**src/hdl/static_linked_list_engine_defines.svh**
```systemverilog
// ----------------------------------------------------------------------------
// Assertion macros for the static linked list engine
// Clocked on clk_i, disabled while rst_ni is low.
// ----------------------------------------------------------------------------
`ifndef STATIC_LINKED_LIST_ENGINE_DEFINES_SVH
`define STATIC_LINKED_LIST_ENGINE_DEFINES_SVH

// same-cycle implication
`define SLLE_ASSERT_IMPL(lbl, ante, cons, msg) \
  lbl: assert property (@(posedge clk_i) disable iff (!rst_ni) (ante) |-> (cons)) \
    else $error(msg);

// next-cycle implication
`define SLLE_ASSERT_NEXT(lbl, ante, cons, msg) \
  lbl: assert property (@(posedge clk_i) disable iff (!rst_ni) (ante) |=> (cons)) \
    else $error(msg);

`endif

```
**src/hdl/slle_pkg.sv**
```systemverilog
// ----------------------------------------------------------------------------
// slle_pkg
// Types, constants and link helpers shared by the linked list engine.
// ----------------------------------------------------------------------------
package slle_pkg;

  localparam int SLOTS  = 32;
  localparam int LINK_W = $clog2(SLOTS);
  localparam int VAL_W  = 32;
  localparam int POS_W  = 5;
  // wide enough for a position and for SLOTS itself
  localparam int CNT_W  = (LINK_W + 1 > POS_W) ? LINK_W + 1 : POS_W;

  typedef logic [LINK_W-1:0] link_t;

  typedef enum logic [1:0] {
    OP_INSERT = 2'd0,
    OP_DELETE = 2'd1,
    OP_LIST   = 2'd2
  } op_e;

  typedef enum logic [1:0] {
    STATUS_OK     = 2'd0,
    STATUS_FULL   = 2'd1,
    STATUS_BADPOS = 2'd2,
    STATUS_EMPTY  = 2'd3
  } status_e;

  typedef enum logic [3:0] {
    ST_IDLE,
    ST_RESP,
    ST_INS_WR,
    ST_DEL_CHK,
    ST_DEL_STEP,
    ST_DEL_FIN,
    ST_DEL_FREE,
    ST_LST_RD,
    ST_LST_EMIT
  } state_e;

  typedef struct packed {
    logic [1:0]              op;
    logic signed [VAL_W-1:0] value;
    logic [POS_W-1:0]        position;
  } in_item_t;

  typedef struct packed {
    status_e                 status;
    logic signed [VAL_W-1:0] data_out;
    logic                    last;
  } out_item_t;

  typedef struct packed {
    logic  we;
    link_t waddr;
    link_t wdata;
    logic  re;
    link_t raddr;
  } link_req_t;

  // A link at or above SLOTS counts as null.
  function automatic link_t norm_link(link_t x);
    return ({1'b0, x} < (LINK_W+1)'(SLOTS)) ? x : '0;
  endfunction

  // Link value of an entry after reset: free chain 2 .. SLOTS-1, then null.
  function automatic link_t reset_link(link_t a);
    link_t r;
    r = '0;
    if ({1'b0, a} >= (LINK_W+1)'(2) && {1'b0, a} < (LINK_W+1)'(SLOTS - 1)) begin
      r = LINK_W'({1'b0, a} + 1'b1);
    end
    return r;
  endfunction

endpackage

```
**src/hdl/static_linked_list_engine.sv**
```systemverilog
// ----------------------------------------------------------------------------
// static_linked_list_engine
// Insert links the free head slot in as the new data head. Delete at
// position k walks to that element, unlinks it and frees its slot. List:
// up to SLOTS-2 elements, via the one read port of the link and value RAMs.
// One item at a time; in_stall_o is high until the item's last transfer is
// loaded. Reset is immediate: link valid bits clear, no clearing pass.
// ----------------------------------------------------------------------------
`include "static_linked_list_engine_defines.svh"

module static_linked_list_engine import slle_pkg::*; (
  input  logic      clk_i,
  input  logic      rst_ni,
  input  logic      in_valid_i,
  output logic      in_stall_o,
  input  in_item_t  in_data_i,
  output logic      out_valid_o,
  input  logic      out_stall_i,
  output out_item_t out_data_o
);

  state_e             state_q, state_d;
  link_t              data_head_q, data_head_d;
  link_t              free_head_q, free_head_d;
  link_t              cur_q, cur_d;
  link_t              prev_q, prev_d;
  logic [CNT_W-1:0]   cnt_q, cnt_d;
  logic [VAL_W-1:0]   val_q, val_d;
  logic [POS_W-1:0]   pos_q, pos_d;
  status_e            resp_q, resp_d;

  logic               out_valid_q;
  out_item_t          out_q;
  logic               out_free;
  logic               emit;
  out_item_t          emit_item;

  link_req_t          link_req;
  link_t              link_rd;
  link_t              link_nxt;
  logic               val_we;
  logic               val_re;
  link_t              val_raddr;
  logic [VAL_W-1:0]   val_rd;
  logic               in_xfer;

  assign in_xfer  = in_valid_i && !in_stall_o;
  assign out_free = !out_valid_q || !out_stall_i;
  assign link_nxt = norm_link(link_rd);

  slle_link_store u_links (
    .clk_i   (clk_i),
    .rst_ni  (rst_ni),
    .req_i   (link_req),
    .rdata_o (link_rd)
  );

  slle_ram #(
    .WIDTH (VAL_W),
    .DEPTH (SLOTS)
  ) u_values (
    .clk_i   (clk_i),
    .we_i    (val_we),
    .waddr_i (cur_q),
    .wdata_i (val_q),
    .re_i    (val_re),
    .raddr_i (val_raddr),
    .rdata_o (val_rd)
  );

  always_ff @(posedge clk_i or negedge rst_ni) begin
    if (!rst_ni) begin
      state_q     <= ST_IDLE;
      data_head_q <= '0;
      free_head_q <= LINK_W'(2);
    end else begin
      state_q     <= state_d;
      data_head_q <= data_head_d;
      free_head_q <= free_head_d;
    end
  end

  always_ff @(posedge clk_i) begin
    cur_q  <= cur_d;
    prev_q <= prev_d;
    cnt_q  <= cnt_d;
    val_q  <= val_d;
    pos_q  <= pos_d;
    resp_q <= resp_d;
  end

  always_comb begin
    state_d     = state_q;
    data_head_d = data_head_q;
    free_head_d = free_head_q;
    cur_d       = cur_q;
    prev_d      = prev_q;
    cnt_d       = cnt_q;
    val_d       = val_q;
    pos_d       = pos_q;
    resp_d      = resp_q;
    link_req    = '0;
    val_we      = 1'b0;
    val_re      = 1'b0;
    val_raddr   = cur_q;
    emit        = 1'b0;
    emit_item   = '{status: STATUS_OK, data_out: '0, last: 1'b1};

    case (state_q)
      ST_IDLE: begin
        if (in_xfer) begin
          val_d = in_data_i.value;
          pos_d = in_data_i.position;
          case (in_data_i.op)
            OP_INSERT: begin
              cur_d = norm_link(free_head_q);
              if (norm_link(free_head_q) == '0) begin
                resp_d  = STATUS_FULL;
                state_d = ST_RESP;
              end else begin
                link_req.re    = 1'b1;
                link_req.raddr = norm_link(free_head_q);
                state_d        = ST_INS_WR;
              end
            end
            OP_DELETE: begin
              cur_d  = norm_link(data_head_q);
              prev_d = '0;
              cnt_d  = CNT_W'(1);
              if (in_data_i.position == '0) begin
                resp_d  = STATUS_BADPOS;
                state_d = ST_RESP;
              end else begin
                state_d = ST_DEL_CHK;
              end
            end
            OP_LIST: begin
              cur_d = norm_link(data_head_q);
              cnt_d = '0;
              if (norm_link(data_head_q) == '0) begin
                resp_d  = STATUS_EMPTY;
                state_d = ST_RESP;
              end else begin
                state_d = ST_LST_RD;
              end
            end
            default: begin
              // unused code: drop without a result
              state_d = ST_IDLE;
            end
          endcase
        end
      end

      ST_RESP: begin
        if (out_free) begin
          emit             = 1'b1;
          emit_item.status = resp_q;
          state_d          = ST_IDLE;
        end
      end

      ST_INS_WR: begin
        if (out_free) begin
          free_head_d    = link_nxt;
          link_req.we    = 1'b1;
          link_req.waddr = cur_q;
          link_req.wdata = norm_link(data_head_q);
          val_we         = 1'b1;
          data_head_d    = cur_q;
          emit           = 1'b1;
          state_d        = ST_IDLE;
        end
      end

      ST_DEL_CHK: begin
        if (cur_q == '0) begin
          resp_d  = STATUS_BADPOS;
          state_d = ST_RESP;
        end else if (cnt_q == CNT_W'(pos_q)) begin
          link_req.re    = 1'b1;
          link_req.raddr = cur_q;
          val_re         = 1'b1;
          state_d        = ST_DEL_FIN;
        end else if (cnt_q < CNT_W'(SLOTS)) begin
          link_req.re    = 1'b1;
          link_req.raddr = cur_q;
          state_d        = ST_DEL_STEP;
        end else begin
          resp_d  = STATUS_BADPOS;
          state_d = ST_RESP;
        end
      end

      ST_DEL_STEP: begin
        prev_d  = cur_q;
        cur_d   = link_nxt;
        cnt_d   = cnt_q + 1'b1;
        state_d = ST_DEL_CHK;
      end

      ST_DEL_FIN: begin
        // unlink from predecessor or head
        if (prev_q == '0) begin
          data_head_d = link_nxt;
        end else begin
          link_req.we    = 1'b1;
          link_req.waddr = prev_q;
          link_req.wdata = link_nxt;
        end
        state_d = ST_DEL_FREE;
      end

      ST_DEL_FREE: begin
        if (out_free) begin
          link_req.we        = 1'b1;
          link_req.waddr     = cur_q;
          link_req.wdata     = norm_link(free_head_q);
          free_head_d        = cur_q;
          emit               = 1'b1;
          emit_item.data_out = val_rd;
          state_d            = ST_IDLE;
        end
      end

      ST_LST_RD: begin
        link_req.re    = 1'b1;
        link_req.raddr = cur_q;
        val_re         = 1'b1;
        state_d        = ST_LST_EMIT;
      end

      ST_LST_EMIT: begin
        if (out_free) begin
          emit               = 1'b1;
          emit_item.data_out = val_rd;
          emit_item.last     = (link_nxt == '0) || (cnt_q >= CNT_W'(SLOTS - 3));
          if (emit_item.last) begin
            state_d = ST_IDLE;
          end else begin
            cur_d   = link_nxt;
            cnt_d   = cnt_q + 1'b1;
            state_d = ST_LST_RD;
          end
        end
      end

      default: begin
        state_d = ST_IDLE;
      end
    endcase
  end

  always_ff @(posedge clk_i or negedge rst_ni) begin
    if (!rst_ni) begin
      out_valid_q <= 1'b0;
    end else if (emit) begin
      out_valid_q <= 1'b1;
    end else if (!out_stall_i) begin
      out_valid_q <= 1'b0;
    end
  end

  always_ff @(posedge clk_i) begin
    if (emit) begin
      out_q <= emit_item;
    end
  end

  assign in_stall_o  = (state_q != ST_IDLE);
  assign out_valid_o = out_valid_q;
  assign out_data_o  = out_q;

  `SLLE_ASSERT_IMPL(a_heads_disjoint, data_head_q != '0,
    data_head_q != free_head_q, "data and free lists share a head slot")
  `SLLE_ASSERT_IMPL(a_emit_state, emit,
    state_q == ST_RESP || state_q == ST_INS_WR || state_q == ST_DEL_FREE ||
    state_q == ST_LST_EMIT, "result loaded outside an emitting state")
  `SLLE_ASSERT_NEXT(a_insert_busy, in_xfer && in_data_i.op == OP_INSERT,
    state_q != ST_IDLE, "insert transfer produced no work")
  `SLLE_ASSERT_IMPL(a_list_bound, state_q == ST_LST_EMIT,
    cnt_q < CNT_W'(SLOTS - 2), "list walk ran past the slot count")

endmodule

```
**src/hdl/slle_ram.sv**
```systemverilog
// ----------------------------------------------------------------------------
// slle_ram
// Generic single write port, single read port RAM with registered read data.
// ----------------------------------------------------------------------------
module slle_ram #(
  parameter int WIDTH = 32,
  parameter int DEPTH = 32
) (
  input  logic                     clk_i,
  input  logic                     we_i,
  input  logic [$clog2(DEPTH)-1:0] waddr_i,
  input  logic [WIDTH-1:0]         wdata_i,
  input  logic                     re_i,
  input  logic [$clog2(DEPTH)-1:0] raddr_i,
  output logic [WIDTH-1:0]         rdata_o
);

  logic [WIDTH-1:0] mem_q [DEPTH];
  logic [WIDTH-1:0] rdata_q;

  always_ff @(posedge clk_i) begin
    if (we_i) begin
      mem_q[waddr_i] <= wdata_i;
    end
    // hold read data between reads
    if (re_i) begin
      rdata_q <= mem_q[raddr_i];
    end
  end

  assign rdata_o = rdata_q;

endmodule

```
**src/hdl/slle_link_store.sv**
```systemverilog
// ----------------------------------------------------------------------------
// slle_link_store
// Link store: RAM plus one valid bit per slot; unwritten slots read as
// their reset link, so no clearing pass is needed.
// ----------------------------------------------------------------------------
module slle_link_store import slle_pkg::*; (
  input  logic      clk_i,
  input  logic      rst_ni,
  input  link_req_t req_i,
  output link_t     rdata_o
);

  logic [SLOTS-1:0] vld_q;
  logic             rd_vld_q;
  link_t            rd_addr_q;
  link_t            ram_rdata;

  slle_ram #(
    .WIDTH (LINK_W),
    .DEPTH (SLOTS)
  ) u_ram (
    .clk_i   (clk_i),
    .we_i    (req_i.we),
    .waddr_i (req_i.waddr),
    .wdata_i (req_i.wdata),
    .re_i    (req_i.re),
    .raddr_i (req_i.raddr),
    .rdata_o (ram_rdata)
  );

  always_ff @(posedge clk_i or negedge rst_ni) begin
    if (!rst_ni) begin
      vld_q <= '0;
    end else if (req_i.we) begin
      vld_q[req_i.waddr] <= 1'b1;
    end
  end

  // sample validity alongside the RAM read
  always_ff @(posedge clk_i) begin
    if (req_i.re) begin
      rd_vld_q  <= vld_q[req_i.raddr];
      rd_addr_q <= req_i.raddr;
    end
  end

  assign rdata_o = rd_vld_q ? ram_rdata : reset_link(rd_addr_q);

endmodule
```
**config.mk**
```make
export PLATFORM = sky130hd
export DESIGN_NAME = static_linked_list_engine
export DESIGN_NICKNAME = d
export VERILOG_FILES = /design/src/hdl/slle_pkg.sv /design/src/hdl/static_linked_list_engine.sv /design/src/hdl/slle_ram.sv /design/src/hdl/slle_link_store.sv
export VERILOG_INCLUDE_DIRS = /design/src /design/src/hdl
export SDC_FILE = /design/constraint.sdc
export NUM_CORES = 1
export LEC_CHECK = 0
export BUFFER_PORTS_ARGS = -buffer_cell sky130_fd_sc_hd__buf_2
export CORE_UTILIZATION = 63
export DETAILED_ROUTE_END_ITERATION = 8
export GPL_ROUTABILITY_DRIVEN = 0
export PLACE_DENSITY = 0.8
export SLEW_MARGIN = 25
export SYNTH_ARGS = -nofsm -noshare
export SYNTH_HDL_FRONTEND = slang
export SYNTH_HIERARCHICAL = 1
export SYNTH_SLANG_ARGS = --single-unit
export TNS_END_PERCENT = 30
```
**constraint.sdc**
```tcl
create_clock -name clk_i -period 5.6 [get_ports clk_i]
set_clock_uncertainty 0.2 [all_clocks]
set_input_delay 0.28 -clock clk_i [delete_from_list [all_inputs] [get_ports clk_i]]
set_output_delay 0.28 -clock clk_i [all_outputs]
set_load 0.1 [all_outputs]
```
==> summary.md <==
| Metric | Value |
|---|---|
| Status | finished, final reports clean |
| Pwr Density | about 500 nW/um2 |
| Worst slack at placement | around 1100 ps |
| Post-synthesis mux area share | about an eighth |
| Largest net degree at the start of global routing | between 150 and 200 |
| WL final | ~130,000 um |
| Clk pin slew, worst setup/hold paths | roughly 60 ps |
| CTS tree | done |
| Area leader, netlist | edfxtp_1 |
| Top cell type's share of synthesized area | between 70 and 80% |
| Layout area overhead | 12.9% |
| Post-synth net total | a little over 3,000 |
| Placed instance area | about 56,000 um2 |
| Combinational share of power | about a quarter |
| Synth Area in XOR/XNOR | 0.196% |
| Max Clock Freq | roughly 220 MHz |
| Core Area | 84,000 um2 |
| Switch share | approximately a third |
| YS warnings | 6 |
| Critical path class | reg -> reg |
| Via-to-Cell Ratio | 6.65 |
| Core Rows | between 100 and 150 |
| First-pass GRT wire length | approximately 190,000 um |
| Final worst path period share | between 80% and 90% |
| Int Power | roughly 20 mW |
| Post-route ant nets | 0 |
| Post-synth top cells | edfxtp_1, mux2i_1, nand2_1, nand3_1, a21oi_1 |
| Max Cap Viol | 0 |
| Remaining DRCs | 0 |
| Die Wd | a little under 300 um |
| Initial antenna violation count | 1 |
| Max-slew headroom | between 20% and 30% |
| CP cell instances | or4_1, nor2_1, nor2_1, o21a_1, a22o_2, buf_4, mux4_2, mux4_2, mux2_2 |
| Skew-Pair Late Insertion Delay | between 700 and 800 ps |
| Worst EP required | slightly below 6000 ps |
| Synth Area in Compound Gates | 5.02% |
| I/O pins | 80 |
| All-Layer GR Usage | approximately 30% |
| Worst min path class | in -> reg |
| Synth area leaders | edfxtp_1, mux2i_1, dfrtp_1 |
| Fin area | between 60,000 and 70,000 um2 |
| Via Count | around 30,000 |
| Lkg Pwr | between 20 and 25 nW |
| Critical Path End Type | register |
| Post-synth EDFFs | 1,317 |
| H-tree Lvls | 4 |
| Cell count after synthesis | between 3,000 and 4,000 |
| Fin. Hold Viols | 0 |
| Max incr delay on CP | around 620 ps |
| Worst vdd ir | 0.361 mV |
| Final setup TNS | 0 ps |
| Post-Synth Simple-Gate Area | 4.46% |
| Synthesized flop and latch total | 1,364 |
| Post_cts resized | 0 |
| CTS buffer count | ~130 |
| Post-synth top flop | edfxtp_1 |
| Layout fillers | around 4,700 |
| Layout cells sized above 1 | 14.8% |
| Initial Utilization | 63.9% |
| Clk sinks | 1,364 |
| Crit path launch type | register |
| Count leader, synth | edfxtp_1 |
| Syn_area_per_cell | roughly 18 um2 |
| Number of global-route vias before repair | just under 30,000 |
| Largest family of logic cells by synthesized area | multiplexers |
| Clock root buffer | clkbuf_16 |
| Net load switching power | between 9 and 10 mW |
| Fin nets | 3,289 |
| Post-route minimum period | between 4000 and 5000 ps |
| Die height | 294 um |
| Unique masters post-synth | 60 |
| Pins Over Slew Limit | 0 |
| PortBufs | approximately 80 |
| First-pass iteration count of the detailed router | 8 |
| Number of DRC markers in iteration 0 | around 4,000 |
| Avg WL per Cell | approximately 29 um |
| Die Area | around 86,000 um2 |
| Worst Max-Slew Pin Slew | approximately 1100 ps |
| Flop pwr share | roughly 44% |
| Adder-cell share of the synthesized area | 0.233% |
| Setup ws final | between 1000 and 1500 ps |
| Post-DP HPWL | 71,300 um |
| CP max FO | 23 |
| Grt ovf | 0 |
| Crit path arrival time | slightly below 5000 ps |
| RSZ-0062 raised after global routing | no |
| Slowest CP cell | edfxtp_1 |
| Sequential share of the synthesized area | between 70% and 80% |
| Clk pwr share | just under 30% |
| Mapped Area | ~54,000 um2 |
| Final setup viols | 0 |
| Clk buf depth | 3 |
| Ys async rst share | 3.45% |
-- power by group through the flow --
stage          Combinational, mW  Sequential [mW]  Clock (mW)
3_3_place_gp                7.03             13.4           0
2_1_floorplan               4.59             13.9           0
4_1_cts                     7.35             13.2        8.80
6_report                    7.66             13.1        8.73
3_5_place_dp                7.26             13.4           0
5_1_grt                     7.98             13.1        9.19
-- cell usage in the layout (no fill, tap or decap), types with 8 or more instances in the layout --
cell type and n:
a22o_1 71, o21ai_2 10, or4_1 8, o21ai_0 13, nor2_4 34, a22oi_1 100
mux4_2 50, dfrtp_1 46, nand2_1 127, buf_4 77, clkbuf_16 133, nand3_1 112
buf_8 14, clkinv_2 12, edfxtp_1 1317, nand3b_1 14, nor2_1 57, o21bai_1 17
a31oi_1 32, dlygate4sd3_1 43, a21o_1 16, buf_2 78, clkinv_1 26, clkbuf_1 32
a21oi_1 107, nand2b_1 8, bufinv_16 12, mux2_2 15, and2_1 41, ha_1 10
mux2i_1 539, nor3_1 44
-- sequential cells by signal (all words and copies together), names as in the netlist, 6 cells and up --
| register | flops |
|---|---|
| u_values/mem_q | 1024 |
| u_values/rdata_o | 32 |
| cnt_q | 6 |
| u_links/vld_q | 32 |
| out_data_o | 35 |
| val_q | 32 |
| u_links/u_ram/mem_q | 160 |
-- path summary, 6_finish.rpt --
check                                  start                       end  slack [ps]  cells after the start
max reg2reg                         cur_q[3]  u_links/u_ram/rdata_o[0]        1060                      9
min reg2reg                u_links/vld_q[10]         u_links/vld_q[10]         260                      1
max                                 cur_q[3]  u_links/u_ram/rdata_o[0]        1060                      9
min                             in_data_i[5]                  val_q[0]          50                      2
max in group asynchronous             rst_ni            free_head_q[2]        4370                      3
min in group asynchronous             rst_ni         u_links/vld_q[13]         440                      3
-- worst max-delay path: cells and delay by family, from the launching register on --
kind / cells / cell delay [ps]
and+or+nand+nor: 3 / 970
muxes: 3 / 1290
DFF: 1 / 620
buffers and inverters: 1 / 390
AOI/OAI and AO/OA: 2 / 780
-- metal layers --
layer | vias to the layer above | GRT usage (%) | wire [um]
met5 | - | 0 | 0
met4 | 0 | 12.6 | 4980
met3 | 331 | 5.33 | 12800
met2 | 1978 | 48.2 | 62300
met1 | 15000 | 40.3 | 48000
li1 | 12400 | - | -
-- what timing repair did --
action,CTS,global route
hold endpoints to repair,101,46
endpoints found under the setup margin,0,0
setup buffers,0,0
hold buffers,42,1
-- metrics by stage --
stage | utilization (%) | std cells | hold WS [ps] | power, mW
3_5_place_dp | 66.3 | 4180 | 248 | 20.7
6_report | 72.2 | 4472 | 45.3 | 29.5
2_1_floorplan | - | 3036 | -216 | 18.5
4_1_cts | 71.9 | 4456 | 15.0 | 29.3
5_1_grt | 72.2 | 4470 | 45.7 | 30.3
3_3_place_gp | 66.2 | 4176 | 246 | 20.4
-- logic make-up (layout without fill, tap and decap cells) --
family	after synthesis	in the layout
other	0	2
and+or+nand+nor	490	490
muxes	604	604
adders and majority gates	10	10
AOI/OAI and AO/OA	391	391
xor gates and xnor gates	12	12
DFF	1364	1364
buffers and inverters	165	465
-- final cells by class --
type | count | area, um2 | share of cell area, %
clock inverter | 69 | 785 | 1.29
inverter | 9 | 33.8 | 0.0558
timing repair buffer | 222 | 1830 | 3.02
multi-input combinational | 1507 | 12300 | 20.4
tap | 1134 | 1420 | 2.34
sequential | 1364 | 40700 | 67.2
antenna | 2 | 5.00 | 0.00826
clock buffer | 165 | 3450 | 5.69
Note: power is estimated with default switching activity, not from simulation.
